## src/sv/lsug_sqrt_pipe.sv

```systemverilog
`timescale 1ns / 1ps
`default_nettype none
// ----------------------------------------------------------------------------
// lsug_sqrt_pipe
// Pipelined floor square root, one root bit per stage, several lanes in
// lockstep with a sideband that rides along.
// ----------------------------------------------------------------------------
module lsug_sqrt_pipe #(
   parameter int LANES = 1,
   parameter int RAD_W = 64,
   parameter int PAY_W = 1
) (
   input  logic                                 clock,
   input  logic                                 reset,
   input  logic                                 advance,
   input  logic                                 in_valid,
   input  logic [LANES-1:0][RAD_W-1:0]          in_rad,
   input  logic [PAY_W-1:0]                     in_pay,
   output logic                                 out_valid,
   output logic [LANES-1:0][RAD_W/2-1:0]        out_root,
   output logic [PAY_W-1:0]                     out_pay
);
   localparam int ROOT_W = RAD_W / 2;
   localparam int REM_W  = ROOT_W + 2;
   localparam int STEPS  = ROOT_W;

   logic [STEPS-1:0]                  vld_ff;
   logic [STEPS-1:0]                  vld_in;
   logic [LANES-1:0][REM_W-1:0]       rem_ff  [STEPS];
   logic [LANES-1:0][REM_W-1:0]       rem_in  [STEPS];
   logic [LANES-1:0][ROOT_W-1:0]      root_ff [STEPS];
   logic [LANES-1:0][ROOT_W-1:0]      root_in [STEPS];
   logic [LANES-1:0][RAD_W-1:0]       rad_ff  [STEPS];
   logic [LANES-1:0][RAD_W-1:0]       rad_in  [STEPS];
   logic [PAY_W-1:0]                  pay_ff  [STEPS];
   logic [PAY_W-1:0]                  pay_in  [STEPS];

   // One root bit per stage: bring down two radicand bits, try 4r+1
   always_comb begin
      logic [REM_W-1:0]  src_rem;
      logic [ROOT_W-1:0] src_root;
      logic [RAD_W-1:0]  src_rad;
      logic [REM_W+1:0]  sh;
      logic [REM_W+1:0]  trial;
      logic [REM_W+1:0]  diff;
      for (int s = 0; s < STEPS; s++) begin
         vld_in[s] = (s == 0) ? in_valid : vld_ff[s-1];
         pay_in[s] = (s == 0) ? in_pay : pay_ff[s-1];
         for (int l = 0; l < LANES; l++) begin
            src_rem  = (s == 0) ? '0 : rem_ff[s-1][l];
            src_root = (s == 0) ? '0 : root_ff[s-1][l];
            src_rad  = (s == 0) ? in_rad[l] : rad_ff[s-1][l];
            sh       = {src_rem, src_rad[RAD_W-1 -: 2]};
            trial    = {2'b00, src_root, 2'b01};
            diff     = sh - trial;
            if (sh >= trial) begin
               rem_in[s][l]  = diff[REM_W-1:0];
               root_in[s][l] = {src_root[ROOT_W-2:0], 1'b1};
            end else begin
               rem_in[s][l]  = sh[REM_W-1:0];
               root_in[s][l] = {src_root[ROOT_W-2:0], 1'b0};
            end
            rad_in[s][l] = src_rad << 2;
         end
      end
   end

   // Advance valid bits
   always_ff @(posedge clock) begin
      if (reset) begin
         vld_ff <= '0;
      end else if (advance) begin
         vld_ff <= vld_in;
      end
   end

   // Advance data
   always_ff @(posedge clock) begin
      if (advance) begin
         rem_ff  <= rem_in;
         root_ff <= root_in;
         rad_ff  <= rad_in;
         pay_ff  <= pay_in;
      end
   end

   assign out_valid = vld_ff[STEPS-1];
   assign out_root  = root_ff[STEPS-1];
   assign out_pay   = pay_ff[STEPS-1];

endmodule
`default_nettype wire

```

## config.mk

```make
export PLATFORM = sky130hd
export DESIGN_NAME = lsug_sqrt_pipe
export DESIGN_NICKNAME = d
export VERILOG_FILES = /design/src/sv/lsug_sqrt_pipe.sv
export SDC_FILE = /design/constraint.sdc
export NUM_CORES = 2
export LEC_CHECK = 0
export ABC_AREA = 0
export BUFFER_PORTS_ARGS = -buffer_cell sky130_fd_sc_hd__buf_2
export CAP_MARGIN = 5
export CORE_ASPECT_RATIO = 1.75
export CORE_MARGIN = 2
export CORE_UTILIZATION = 50
export CTS_CLUSTER_DIAMETER = 150
export CTS_CLUSTER_SIZE = 20
export DETAILED_ROUTE_END_ITERATION = 6
export HOLD_SLACK_MARGIN = 0.15
export PLACE_DENSITY = 0.7
export SETUP_SLACK_MARGIN = 0.1
export SLEW_MARGIN = 10
export SYNTH_ARGS = -nofsm -noshare
export SYNTH_HDL_FRONTEND = slang
export SYNTH_SLANG_ARGS = --single-unit
```

## constraint.sdc

```tcl
create_clock -name clock -period 4.5 [get_ports clock]
set_clock_uncertainty 0.15 [all_clocks]
set_input_delay 0.225 -clock clock [delete_from_list [all_inputs] [get_ports clock]]
set_output_delay 0.225 -clock clock [all_outputs]
set_load 0.02 [all_outputs]
```

==> flow_metrics.tcl <==
set metrics [dict create \
    worst_setup_hold_path_clk_slew_ns 0.09 \
    postRouteWirelength_mm 281 \
    layoutNonFillerInstCount 12769 \
    min-delay-path-class "reg -> reg" \
    floorplan.die_area_um2 243000 \
    wl_per_cell_um 22.0 \
    synth_fp_nets 9886 \
    p_leak_nw 49.3 \
    drt_iter0_markers 4351 \
    clk_latency_ns 0.86 \
    fill_count 19307 \
    fmaxAchievable_ghz 0.226 \
    fin_nets 10270 \
    cts_setup_buffers 0 \
    ant_nets 0 \
    total_power_mw 61.0 \
    dp.final_hpwl_mm 211 \
    worst_slew_pin_slew_ns 1.29 \
    crit_path_start_kind "register" \
    clock_tree.htree_level_count 4 \
    finalSetupTns_ns 0 \
    synthArstFlopShare_pct 0 \
    clockBufferDepth 4 \
    crit_required_ns 4.90 \
    yosys_warnings 0 \
    cts_sinks 2573 \
    dr.pass1.iters 6 \
    synth_cells 9252 \
    maxCapViolCount 0 \
    synth_sequential_area_ratio_pct 64.3 \
    critical-path-top-delay-family "compound AO/OA/AOI/OAI gates" \
    netlist_area_um2 120000 \
    postSynthRegisterBits 2573 \
    slew_headroom_pct 13.3 \
    timing_worst_setup_path_type "reg -> reg" \
    row_count 237 \
    synth.distinct_cells 103 \
    final_min_period_over_clock_period_pct 98.2 \
    die_h_um 651 \
    grt_setup_unrepaired "yes" \
    drt_drc_violations_left 0 \
    grt_start_max_net_pins 131 \
    number_of_enable_type_register_cells_in_the_synthesized_netlist 2541 \
    post_layout_min_period_ns 4.42 \
    gr-total-overflow 0 \
    grt_antenna_before_repair 6 \
    end_kind "register" \
    hold_viol 0 \
    finalSetupViolations 0 \
    area_growth_syn_to_layout_pct 9.10 \
    critical-path-slowest-cell "xnor2_1" \
    utilization_pct 54.8 \
    timing.critical_path.buf_inv 5 \
    place.port_buffers 102 \
    critPathArrivalTime_ns 4.81 \
    grt_pass1_wl_mm 422 \
    placed_cells 12451 \
    cts-buffers-inserted 154 \
    result_of_the_run "finished clean" \
    root_buffer_cell "clkbuf_16" \
    pre_cts_slack_ns -0.332 \
    final_critical_path_setup_slack_ns 0.0814 \
    routability_congestion 1.01 \
    worst_ir_drop_vdd_v 0.000373 \
    ioPinCount 103 \
    via_count 72667 \
    coreArea_um2 238000 \
    grt_pass1_vias 75710 \
    cts_tree "yes" \
    syn_avg_cell_area_um2 12.9 \
    timing.critical_path.cells "inv_1 -> ha_1 -> inv_1 -> nor3_1 -> a2111oi_2 -> o21ai_0 -> buf_4 -> a21oi_1 -> buf_4 -> o31a_2 -> buf_6 -> xnor2_1" \
    worst_path_largest_cell_delay_ns 0.71 \
    start_util_pct 50.3 \
    grtUsageTotal_pct 22.7 \
    via_count_normalized_by_instance_count 5.69 \
    power_per_cell_area_nw_per_um2 467 \
    layout_cell_share_with_drive_strength_beyond_1_pct 6.75 \
    cp_max_fo 41 \
    ys.flop_type "edfxtp_1" \
    dieWidth_um 374 \
    report.final.slew_viol_count 0 \
]
## through the flow
stage | hold WS [ns] | area (um^2)
floorplan | 0.147 | 120000
global placement | 0.250 | 125000
detailed placement | 0.253 | 125000
finish | 0.241 | 131000
global route | 0.252 | 131000
CTS | 0.197 | 131000
## power by group
| part | internal (mW) | total (mW) | switching, mW |
|---|---|---|---|
| registers | 30.1 | 32.2 | 2.03 |
| logic | 6.10 | 15.1 | 9.01 |
| clock network | 6.26 | 13.7 | 7.43 |
## per-layer routing
metal | vias up | global-route usage, % | wire length, um
met5 | - | 0 | 13
met4 | 2 | 18.2 | 25800
met3 | 822 | 2.59 | 8200
met2 | 1653 | 46.9 | 163000
met1 | 35470 | 18.4 | 83600
li1 | 34720 | - | -
## cell usage after synthesis (55+ instances only)
master | instances | area share [%]
clkbuf_1 | 134 | 0.42
or3_1 | 78 | 0.41
a211oi_1 | 62 | 0.39
nand2_1 | 670 | 2.1
and3_1 | 71 | 0.37
nand2b_1 | 104 | 0.54
nor4_1 | 118 | 0.62
nor3_1 | 216 | 0.90
ha_1 | 565 | 5.9
xor2_1 | 390 | 2.9
a21oi_1 | 522 | 2.2
o31ai_1 | 55 | 0.34
nand4_1 | 96 | 0.50
a21o_1 | 226 | 1.4
inv_1 | 713 | 2.2
nor2b_1 | 81 | 0.42
nor2_1 | 539 | 1.7
nand3_1 | 149 | 0.62
o21a_1 | 97 | 0.61
edfxtp_1 | 2541 | 64
mux2_2 | 78 | 0.73
o21ai_0 | 507 | 2.1
xnor2_1 | 438 | 3.2
## timing repair
action | in CTS | in global routing
hold endpoints to repair | 542 | 0
resized for setup | 8 | 5
hold buffers | 136 | 0
setup endpoints to repair | 19 | 8
## placed cells by master, fill, tap and decap left out, types with 81 or more instances in the layout
master / netlist / final
nand4_1: 96 / 96
a21o_1: 226 / 226
nor3_1: 216 / 215
nand2_1: 670 / 670
o21a_1: 97 / 97
clkbuf_16: 0 / 156
dlygate4sd3_1: 0 / 136
ha_1: 565 / 565
nor4_1: 118 / 115
nor2_1: 539 / 535
edfxtp_1: 2541 / 2541
xor2_1: 390 / 390
a21oi_1: 522 / 522
buf_4: 34 / 169
buf_2: 26 / 101
nor2b_1: 81 / 81
xnor2_1: 438 / 438
nand3_1: 149 / 149
inv_1: 713 / 713
nand2b_1: 104 / 104
o21ai_0: 507 / 501
## path summary, 6_finish.rpt
| path | cells after the start | slack, ns | to | from |
|---|---|---|---|---|
| max reg2reg | 12 | 0.08 | rem_ff[340] | root_ff[355] |
| min | 0 | 0.24 | rad_ff[1565] | rad_ff[1627] |
| max | 12 | 0.08 | rem_ff[340] | root_ff[355] |
| min reg2reg | 0 | 0.24 | rad_ff[1565] | rad_ff[1627] |
## state kept, by name (all words and copies together) (netlist names)
signal,cells
out_pay,1
vld_ff,32
out_root,32
pay_ff,31
rem_ff,989
rad_ff,992
root_ff,496
## cell families (layout without fill, tap and decap cells)
family          after synthesis  count (layout)  share of synthesized area [%]
xor+xnor                    828             828                           6.06
compound gates             1830            1830                           9.54
other cells                   1               6                        0.00313
fa+ha+maj                   565             565                           5.91
buf+inv                     928            1333                           3.06
mux                         125             125                           1.13
simple gates               2402            2402                           10.0
flops                      2573            2573                           64.3
## layout make-up
class                           instances  area (um^2)  share of cell area, %
Sequential cell                      2573        76900                   58.9
Multi-Input combinational cell       5751        39200                   30.0
Clock buffer                          171         3960                   3.03
Tap cell                             3107         3890                   2.98
Timing Repair Buffer                  440         3810                   2.92
Inverter                              716         2690                   2.06
Clock inverter                          6         75.1                 0.0575
Antenna cell                            5         12.5                0.00958
No activity file was read; power rests on OpenSTA's default activity.
